===== src/bimodal_histogram_threshold_core_macros.svh =====
// Assertion macros for the bimodal histogram threshold core.
// Needs a clock named i_clk and an active-low reset named i_rst_n in scope.
`ifndef BIMODAL_HISTOGRAM_THRESHOLD_CORE_MACROS_SVH
`define BIMODAL_HISTOGRAM_THRESHOLD_CORE_MACROS_SVH

// Same-cycle implication, checked out of reset
`define BHT_ASSERT_NOW(label, ante, cons) \
    label: assert property (@(posedge i_clk) disable iff (!i_rst_n) (ante) |-> (cons)) \
        else $error("bht check failed");

// Next-cycle implication, checked out of reset
`define BHT_ASSERT_NEXT(label, ante, cons) \
    label: assert property (@(posedge i_clk) disable iff (!i_rst_n) (ante) |=> (cons)) \
        else $error("bht check failed");

`endif


===== src/bht_pkg.sv =====
// Shared constants, command/status types and codes of the histogram threshold core.
// No dependencies.
`default_nettype none
package bht_pkg;
    localparam int BIN_COUNT  = 256;
    localparam int COUNT_BITS = 16;
    localparam int IDX_W      = $clog2(BIN_COUNT);
    localparam int TOP_BIN    = BIN_COUNT - 1;
    localparam int PIX_W      = 8;
    localparam int PK_W       = 9;
    localparam int SUM_W      = COUNT_BITS + 2;
    localparam int DIV3_SH    = SUM_W + 1;
    localparam logic [63:0] DIV3_MUL_L = ((64'd1 << DIV3_SH) + 64'd2) / 64'd3;
    localparam logic [DIV3_SH-1:0] DIV3_MUL = DIV3_MUL_L[DIV3_SH-1:0];
    localparam int W_W        = COUNT_BITS + IDX_W + 1;
    localparam logic [PK_W-1:0] BIN_END = PK_W'(BIN_COUNT);
    localparam logic [PIX_W-1:0] GRAY_MAX = 8'd255;
    localparam logic [PIX_W-1:0] SPACING_RST = 8'd10;
    localparam logic TECH_MID = 1'b0;
    localparam logic REG_TECH = 1'b0;
    localparam logic REG_SPACE = 1'b1;

    typedef enum logic [2:0] {
        OP_NONE   = 3'd0,
        OP_CLEAR  = 3'd1,
        OP_SMOOTH = 3'd2,
        OP_PEAK2  = 3'd3,
        OP_VINIT  = 3'd4,
        OP_VSCAN  = 3'd5,
        OP_WEIGH  = 3'd6
    } t_op;

    typedef struct packed {
        t_op             op;
        logic [PK_W-1:0] addr;
        logic            init;
        logic            set_mid;
        logic            set_valley;
        logic            load_out;
        logic            pix_en;
    } t_dp_cmd;

    typedef struct packed {
        logic             busy;
        logic             out_full;
        logic             last_acc;
        logic [PIX_W-1:0] p_lo;
        logic [PIX_W-1:0] p_hi;
    } t_dp_sts;

    typedef struct packed {
        logic             tech;
        logic [PIX_W-1:0] space;
    } t_cfg;
endpackage
`default_nettype wire


===== src/bht_ctrl.sv =====
// Controller: sequences bin clearing, pixel collection and the per-frame passes.
// Depends on bht_pkg and the assertion macro header.
`default_nettype none
`include "bimodal_histogram_threshold_core_macros.svh"
module bht_ctrl (
    input  wire logic             i_clk,
    input  wire logic             i_rst_n,
    input  wire bht_pkg::t_cfg    i_cfg,
    input  wire bht_pkg::t_dp_sts i_sts,
    output bht_pkg::t_dp_cmd      o_cmd
);
    import bht_pkg::*;

    typedef enum logic [13:0] {
        ST_CLEAR   = 14'b00000000000001,
        ST_COLLECT = 14'b00000000000010,
        ST_FLUSH   = 14'b00000000000100,
        ST_SMOOTH  = 14'b00000000001000,
        ST_SDRAIN  = 14'b00000000010000,
        ST_PEAK2   = 14'b00000000100000,
        ST_PDRAIN  = 14'b00000001000000,
        ST_SPLIT   = 14'b00000010000000,
        ST_VINIT   = 14'b00000100000000,
        ST_VSCAN   = 14'b00001000000000,
        ST_VDRAIN  = 14'b00010000000000,
        ST_WEIGH   = 14'b00100000000000,
        ST_WDRAIN  = 14'b01000000000000,
        ST_RESULT  = 14'b10000000000000
    } t_state;

    t_state          r_state;
    t_state          n_state;
    logic [PK_W-1:0] r_cnt;
    logic [PK_W-1:0] n_cnt;

    always_comb begin
        n_state = r_state;
        n_cnt   = r_cnt;
        o_cmd   = '0;
        o_cmd.op   = OP_NONE;
        o_cmd.addr = r_cnt;
        case (r_state)
            // sweep zeros through the bins after reset
            ST_CLEAR: begin
                o_cmd.op = OP_CLEAR;
                n_cnt    = r_cnt + PK_W'(1);
                if (r_cnt == BIN_END - PK_W'(1)) begin
                    n_state = ST_COLLECT;
                end
            end
            ST_COLLECT: begin
                o_cmd.pix_en = 1'b1;
                if (i_sts.last_acc) begin
                    n_state = ST_FLUSH;
                end
            end
            // let the last pixel's write land
            ST_FLUSH: begin
                o_cmd.init = 1'b1;
                n_cnt      = '0;
                n_state    = ST_SMOOTH;
            end
            // one extra step past the top bin closes the window
            ST_SMOOTH: begin
                o_cmd.op = OP_SMOOTH;
                n_cnt    = r_cnt + PK_W'(1);
                if (r_cnt == BIN_END) begin
                    n_state = ST_SDRAIN;
                end
            end
            ST_SDRAIN: begin
                n_cnt = '0;
                if (!i_sts.busy) begin
                    n_state = ST_PEAK2;
                end
            end
            ST_PEAK2: begin
                o_cmd.op = OP_PEAK2;
                n_cnt    = r_cnt + PK_W'(1);
                if (r_cnt == BIN_END - PK_W'(1)) begin
                    n_state = ST_PDRAIN;
                end
            end
            ST_PDRAIN: begin
                if (!i_sts.busy) begin
                    n_state = ST_SPLIT;
                end
            end
            ST_SPLIT: begin
                n_cnt = '0;
                if (i_cfg.tech == TECH_MID) begin
                    o_cmd.set_mid = 1'b1;
                    n_state       = ST_WEIGH;
                end else begin
                    n_state = ST_VINIT;
                end
            end
            // valley starts just above the lower peak, indices wrap at 8 bits
            ST_VINIT: begin
                o_cmd.op   = OP_VINIT;
                o_cmd.addr = {1'b0, i_sts.p_lo + 8'd1};
                n_cnt      = {1'b0, i_sts.p_lo + 8'd2};
                n_state    = ST_VSCAN;
            end
            ST_VSCAN: begin
                if (r_cnt < {1'b0, i_sts.p_hi}) begin
                    o_cmd.op = OP_VSCAN;
                    n_cnt    = r_cnt + PK_W'(1);
                end else begin
                    n_state = ST_VDRAIN;
                end
            end
            ST_VDRAIN: begin
                n_cnt = '0;
                if (!i_sts.busy) begin
                    o_cmd.set_valley = 1'b1;
                    n_state          = ST_WEIGH;
                end
            end
            ST_WEIGH: begin
                o_cmd.op = OP_WEIGH;
                n_cnt    = r_cnt + PK_W'(1);
                if (r_cnt == BIN_END - PK_W'(1)) begin
                    n_state = ST_WDRAIN;
                end
            end
            ST_WDRAIN: begin
                if (!i_sts.busy) begin
                    n_state = ST_RESULT;
                end
            end
            // wait for the result register to empty
            ST_RESULT: begin
                if (!i_sts.out_full) begin
                    o_cmd.load_out = 1'b1;
                    n_state        = ST_COLLECT;
                end
            end
            default: begin
                n_state = ST_CLEAR;
                n_cnt   = '0;
            end
        endcase
    end

    always_ff @(posedge i_clk) begin
        if (!i_rst_n) begin
            r_state <= ST_CLEAR;
            r_cnt   <= '0;
        end else begin
            r_state <= n_state;
            r_cnt   <= n_cnt;
        end
    end

    `BHT_ASSERT_NEXT(a_last_stops_collect, i_sts.last_acc, r_state == ST_FLUSH)
    `BHT_ASSERT_NOW(a_load_needs_space, o_cmd.load_out, !i_sts.out_full && !i_sts.busy)
    `BHT_ASSERT_NEXT(a_smooth_ends, (r_state == ST_SMOOTH) && (r_cnt == BIN_END),
                     r_state == ST_SDRAIN)
    `BHT_ASSERT_NOW(a_split_after_drain, o_cmd.set_valley || o_cmd.set_mid, !i_sts.busy)
endmodule
`default_nettype wire


===== config.mk =====
export PLATFORM = sky130hd
export DESIGN_NAME = bht_ctrl
export DESIGN_NICKNAME = d
export VERILOG_FILES = /design/src/bht_pkg.sv /design/src/bht_ctrl.sv
export VERILOG_INCLUDE_DIRS = /design/src /design/src/src
export SDC_FILE = /design/constraint.sdc
export NUM_CORES = 1
export LEC_CHECK = 0
export BUFFER_PORTS_ARGS = -buffer_cell sky130_fd_sc_hd__buf_2
export CORE_MARGIN = 5
export CORE_UTILIZATION = 59
export DETAILED_ROUTE_END_ITERATION = 8
export HOLD_SLACK_MARGIN = 0.03
export PLACE_DENSITY = 0.95
export SYNTH_ARGS = -nofsm -noshare
export SYNTH_HDL_FRONTEND = slang
export SYNTH_SLANG_ARGS = --single-unit

===== constraint.sdc =====
create_clock -name i_clk -period 4 [get_ports i_clk]
set_clock_uncertainty 0.05 [all_clocks]
set_input_delay 0.8 -clock i_clk [delete_from_list [all_inputs] [get_ports i_clk]]
set_output_delay 0.8 -clock i_clk [all_outputs]
set_load 0.02 [all_outputs]

### Word level (Yosys, flattened, before mapping)

Index checks and enable logic that the tools add are counted.

* register bits after elaboration: 23
* input port bits: 30
* output and inout port bits: 17
* logic and storage cells: 65

* add/sub/neg operators: 3
* order comparisons: 1
* equal/unequal tests: 28
* muxes and demuxes: 26
* bitwise operators: 1
* reduce and logical (&&, ||, !) cells: 4

Operators by type and width (count)
* 14-bit one-hot mux with 14 select lines: 1
* 14-bit two-way mux: 11
* 9-bit one-hot mux with 4 select lines: 1
* 2-bit != test, second input constant: 12
* 9-bit two-way mux: 2
* 3-bit one-hot mux with 6 select lines: 1
* 14-bit by 1-bit equality test with 1-bit output, second input constant: 1
* 14-bit by 10-bit equality test with 1-bit output, second input constant: 1
* 14-bit by 11-bit equality test with 1-bit output, second input constant: 1
* 14-bit by 12-bit equality test with 1-bit output, second input constant: 1
* 14-bit by 13-bit equality test with 1-bit output, second input constant: 1
* 14-bit equality test, second input constant: 1
* 14-bit by 2-bit equality test with 1-bit output, second input constant: 1
* 14-bit by 3-bit equality test with 1-bit output, second input constant: 1
* 14-bit by 4-bit equality test with 1-bit output, second input constant: 1
* 14-bit by 5-bit equality test with 1-bit output, second input constant: 1
* 14-bit by 6-bit equality test with 1-bit output, second input constant: 1
* 14-bit by 7-bit equality test with 1-bit output, second input constant: 1
* 14-bit by 8-bit equality test with 1-bit output, second input constant: 1
* 14-bit by 9-bit equality test with 1-bit output, second input constant: 1
* 12-bit two-way mux: 1
* 11-bit AND reduction: 1
* 9-bit by 1-bit adder with 9-bit output, second input constant: 1
* 9-bit by 8-bit equality test with 1-bit output, second input constant: 1
* 9 further kinds: 17

### Depth between registers and ports, before layout

Gate-level depths: netlist (run 1).

* word-level depth: 4
* gate-level depth with buffers: 9
* depth with buffers taken out: 8

### Least setup slack after synthesis (run 1)

No wires, ideal clock.

* path type: reg-to-output
* start: reg r_state[13]
* end: out o_cmd[11] (netlist name)
* arrival: 2326 ps
* required time: 3150 ps
* slack: 824 ps
* stages on the path, launching flop included: 7
* buffers on the path: 2
* cell sequence: dfxtp_1 buf_2 or3_2 nor4_4 nand3b_1 clkbuf_1 o21ai_0

RTL lines
* start: declaration: line bht_ctrl.sv:31 `t_state r_state;`
* start signal: assignment: line bht_ctrl.sv:151 `r_state <= n_state;`
* end: declaration: line bht_ctrl.sv:10 `output bht_pkg::t_dp_cmd o_cmd`

==> results_dict.tcl, run 1 <==
set metrics [dict create \
    p_leak_nw 0.9764 \
    place.gp.congestion 1.106 \
    drc_errors 0 \
    synth_fp_nets 322 \
    ir_drop_mv 0.2269 \
    p_sw_share_pct 49.45 \
    drt-total-wl_um 6021 \
    hpwl_um 4415 \
    wire_per_inst_um 16.87 \
    crit_path_max_incr_delay_ns 0.74 \
    synth_warnings 0 \
    hp-start "r_cnt[8]" \
    start_util_pct 62.12 \
    cap_violations 0 \
    cts_buffer_depth 2 \
    pwr-share-clk_pct 12.0 \
    p_seq_share_pct 31.0 \
    worst-path-max-fanout 19 \
    cts_setup_buffers 0 \
    path_cells "or4_1 -> nor4_4 -> nand3b_1 -> o21ai_0 -> buf_2" \
    tightest_slew_ns 1.222 \
    multiInputGateArea_um2 1531 \
    worst_ep_arrival_time_ns 2.84 \
    worstPathRequired_ns 3.15 \
    first_global_vias 2187 \
    via_per_inst 6.681 \
    p_per_area_nw_per_um2 419.2 \
    grt_overflow_total 0 \
    clk_latency_ns 0.33 \
    r2r_start "r_state[6]" \
    cts_tree "built" \
    rsz0062_at_grt "false" \
    min_to "r_cnt[8]" \
    cts_buffers 3 \
    htree_levels 1 \
    avgSynthCellArea_um2 7.579 \
    ff2ff_path_depth 7 \
    coreArea_um2 3416 \
    fillers 276 \
    drive_above_1_share_pct 19.29 \
    post-synth-top-area-cell "dfxtp_1" \
    ctsHoldBuffers 0 \
    ys_ff_latch 23 \
    insertedDiodeCount 0 \
    slew_headroom_pct 17.45 \
    layout_min_cycle_time_ns 3.687 \
    start_kind "flip-flop" \
    ctsResizeCount 0 \
    ant_nets 0 \
    path_class "flip-flop to output port" \
    io-pin-count 47 \
    internal_power_mw 0.4971 \
    io_buffers 38 \
    min_period_over_period_pct 92.17 \
    grt_pass1_wl_um 9936 \
    synth_cell_type_count 53 \
    outcome "completed" \
    finalHoldViolCount 0 \
    syn_area_um2 2122 \
    area_delta_synth_final_pct 10.55 \
    setup_violations 0 \
    syn_inst 280 \
    r2r_slack_ns 0.71 \
    holdPathStages 2 \
    grt_use_total_pct 23.94 \
    fp.dieH_um 69.97 \
    p_switching_mw 0.4863 \
    endpoint_kind "output port" \
    antenna_found_initial 0 \
    synth_top_area_share_pct 21.70 \
    fin_nets 354 \
    die-area_um2 4896 \
    root_buffer "clkbuf_4" \
    drtIter0Drc 270 \
    async_reset_ff_share_pct 0 \
    critPathBufInv 1 \
    rr_endpoint "r_state[11]" \
    rows 21 \
    hold_class "flip-flop to flip-flop" \
    tns_ns 0 \
    clock-sinks 23 \
    synth_edf_count 0 \
    synth_flop_cell "dfxtp_1" \
    power_mw 0.9834 \
    slew_viol_final 0 \
    clkTransAtPathRegs_ns 0.15 \
    hold_ws_ns 0.4507 \
    max_freq_mhz 271.3 \
    grt_max_degree 20 \
    cp_top_family "simple AND/OR/NAND/NOR gates" \
    register_area_um2 460.4 \
    firstDrtPassIters 6 \
    synthTopCellsByArea "dfxtp_1 22%, ha_1 7.1%, o21ai_0 6.1%, nor2_1 4.6%, a21oi_1 4.5%" \
    yosysSeqAreaShare_pct 21.70 \
    cp_slowest_cell "or4_1" \
    power.share.combinational_pct 57.0 \
    ys_top_cells_by_count "26 x nor2_1, 26 x o21ai_0, 23 x dfxtp_1" \
    vias 2385 \
    die_w_um 69.97 \
]
[cell type report]
class | count | area share, %
Timing Repair Buffer | 41 | 9.067
Sequential cell | 23 | 19.63
Inverter | 15 | 2.400
Tap cell | 46 | 2.453
Clock inverter | 1 | 0.2133
Clock buffer | 3 | 0.9600
Multi-Input combinational cell | 228 | 65.28
[metrics by stage]
stage | cell area, um2 | std cells | setup WS, ns | utilization, %
after detailed placement | 2318 | 353 | 0.7094 | 67.88
after global placement | 2318 | 353 | 0.7589 | 67.88
final | 2346 | 357 | 0.3134 | 68.68
after global routing | 2346 | 357 | 0.07128 | 68.68
after floorplan | 2122 | 280 | 0.8235 | -
after CTS | 2346 | 357 | 0.3550 | 68.68
[tightest hold or removal path, cell delays in order (launching register included)]
cell and delay (ns):
dfxtp_1 0.36, nand2_1 0.06, a21oi_1 0.05
[cells in the final DEF (no fill, tap or decap), types with 12 or more instances in the layout]
master,synthesis,final
buf_2,7,38
o21ai_0,26,26
nor2_1,26,26
dfxtp_1,23,23
a21oi_1,19,19
inv_1,15,15
nand2_1,14,14
nand3_1,14,14
ha_1,12,12
[power by group through the flow]
stage	Sequential, mW	Combinational, mW	Clock (mW)
final	0.305	0.561	0.118
after global routing	0.307	0.608	0.126
after CTS	0.300	0.544	0.116
after detailed placement	0.305	0.539	0
after global placement	0.302	0.518	0
after floorplan	0.280	0.425	0
[worst max-delay path by stage]
stage                      startpoint         to  slack (ns)  cells past startpoint
after global placement     r_state[4]   o_cmd[8]        0.76                      5
after detailed placement     i_sts[2]  o_cmd[14]        0.71                      8
after CTS                  r_state[4]   o_cmd[8]        0.36                      5
final                      r_state[4]   o_cmd[8]        0.31                      5
after floorplan           r_state[13]  o_cmd[11]        0.82                      6
after global routing       r_state[4]   o_cmd[8]        0.07                      5
[sequential cells by signal, summed over array words and instances (netlist names)]
signal and count:
r_cnt 9, r_state 14
[metal layers]
metal	global-route usage, %	wire length [um]
met1	32.99	2538
met2	37.04	2684
met3	4.304	679
met4	8.936	119
met5	0	0
[kinds of logic (layout without fill, tap and decap cells)]
group	Yosys count	after routing	synth area share, %
AND/OR/NAND/NOR	124	124	36.26
AO/OA/AOI/OAI	79	79	23.47
buffers and inverters	29	60	6.131
flip-flops	23	23	21.70
XOR/XNOR	13	13	5.366
adder cells (fa/ha/maj)	12	12	7.075
(Power assumes the default switching activity.)
==> run 2, diff against run 1 <==
--- a/config.mk
+++ b/config.mk
@@ -7,11 +7,13 @@
 export NUM_CORES = 1
 export LEC_CHECK = 0
 export BUFFER_PORTS_ARGS = -buffer_cell sky130_fd_sc_hd__buf_2
+export CORE_ASPECT_RATIO = 1.4
 export CORE_MARGIN = 5
 export CORE_UTILIZATION = 59
 export DETAILED_ROUTE_END_ITERATION = 8
 export HOLD_SLACK_MARGIN = 0.03
 export PLACE_DENSITY = 0.95
+export RECOVER_POWER = 50
 export SYNTH_ARGS = -nofsm -noshare
 export SYNTH_HDL_FRONTEND = slang
 export SYNTH_SLANG_ARGS = --single-unit
==> results_dict.tcl, run 2 (synthesized netlist as in run 1, its figures left out) <==
set metrics [dict create \
    ctsHoldBuffers 0 \
    layout_commonest_cell "buf_2" \
    htree_levels 1 \
    cts_tree "built" \
    largest_reg_flops 14 \
    worst_ep_arrival_time_ns 2.83 \
    setup_violations 0 \
    root_buffer "clkbuf_8" \
    antenna_found_initial 0 \
    fin_nets 356 \
    cts_setup_buffers 0 \
    grt_max_degree 20 \
    hold_ws_ns 0.4449 \
    layout_min_cycle_time_ns 3.678 \
    stdcell_area_um2 2349 \
    insertedDiodeCount 0 \
    slew_viol_final 0 \
    drtIter0Drc 157 \
    io-pin-count 47 \
    cap_violations 0 \
    placement.cell_area_um2 2326 \
    r2r_slack_ns 1.05 \
    path_cells "or4_1 -> nor4_4 -> nand3b_1 -> o21ai_0 -> buf_2" \
    cp_num_cells 5 \
    cp_top_family "simple AND/OR/NAND/NOR gates" \
    mostFrequentLayoutCells "38 x buf_2, 26 x o21ai_0, 26 x nor2_1" \
    clkTransAtPathRegs_ns 0.08 \
    wire_per_inst_um 17.38 \
    rsz0062_at_grt "false" \
    drt-total-wl_um 6135 \
    coreArea_um2 3441 \
    biggestRegsByFlops "r_state x14, r_cnt x9" \
    area_delta_synth_final_pct 10.67 \
    grt_overflow_total 0 \
    drive_above_1_share_pct 18.85 \
    worstPathRequired_ns 3.15 \
    finalWorstSetupSlack_ns 0.3221 \
    first_global_vias 2234 \
    via_per_inst 6.637 \
    clock-sinks 23 \
    ant_nets 0 \
    top_register "r_state" \
    crit_path_max_incr_delay_ns 0.72 \
    hp-start "r_cnt[8]" \
    tns_ns 0 \
    io_buffers 38 \
    grt_pass1_wl_um 9701 \
    ff2ff_path_depth 6 \
    holdPathStages 2 \
    rr_endpoint "r_state[2]" \
    path_class "flip-flop to output port" \
    place.gp.congestion 0.9776 \
    cts_buffer_depth 2 \
    tightest_slew_ns 0.8110 \
    finalHoldViolCount 0 \
    outcome "completed" \
    max_freq_mhz 271.9 \
    cts_buffers 3 \
    dp_slack_ns 0.6658 \
    firstDrtPassIters 5 \
    endpoint_kind "output port" \
    p_per_area_nw_per_um2 433.6 \
    start_kind "flip-flop" \
    fillers 317 \
    ir_drop_mv 0.3280 \
    r2r_start "r_state[4]" \
    clk_latency_ns 0.28 \
    drc_errors 0 \
    die-area_um2 4913 \
    slew_headroom_pct 45.93 \
    cp_slowest_cell "or4_1" \
    rows 25 \
    grt_use_total_pct 25.92 \
    worst-path-max-fanout 19 \
    ctsResizeCount 0 \
    min_period_over_period_pct 91.95 \
    critPathBufInv 1 \
    vias 2343 \
    start_util_pct 61.67 \
    die_w_um 60.69 \
    p_leak_nw 0.9859 \
    min_to "r_cnt[8]" \
    hpwl_um 4693 \
    hold_class "flip-flop to flip-flop" \
    fp.dieH_um 80.96 \
]
==> run 2: area by class of cell <==
type                       instances  area (um2)  share of cell area, %
inverter                          15       56.30                  2.397
clock inverter                     1       5.005                 0.2131
tap                               40       50.05                  2.131
timing repair buffer              43       220.2                  9.377
clock buffer                       3       41.29                  1.758
sequential                        23       460.4                  19.61
multi-input combinational        228        1515                  64.52
==> run 2: how the worst max path moves through the flow <==
stage                     start        end  slack, ns
finish               r_state[4]  o_cmd[11]       0.32
global route         r_state[4]  o_cmd[11]       0.12
CTS                  r_state[4]  o_cmd[11]       0.36
detailed placement   r_state[4]  o_cmd[11]       0.67
global placement     r_state[4]   o_cmd[7]       0.73
floorplan           r_state[13]  o_cmd[11]       0.82
==> run 2: per-stage QoR <==
step                util (%)  instances  power, mW
floorplan                  -        280     0.7050
global placement       67.60        349     0.8358
detailed placement     67.60        349     0.8589
CTS                    68.95        353      1.009
global route           68.25        353      1.089
finish                 68.25        353      1.018
==> run 2: where the power goes <==
group,switching [mW],internal [mW]
clock network,0.0782,0.0699
logic,0.353,0.218
registers,0.0454,0.254
==> run 2: per-layer routing <==
metal | share of wire, % | global-route usage [%]
met1 | 36 | 25.58
met2 | 52 | 48.50
met3 | 6.6 | 3.339
met4 | 4.8 | 16.49
met5 | 0 | 0
==> run 2: worst reg2reg max path: cells and delay by family, from the launching register on <==
kind             cells  cell delay (ns)
flip-flops           1             0.37
AO/OA/AOI/OAI        2             0.79
AND/OR/NAND/NOR      4             1.64
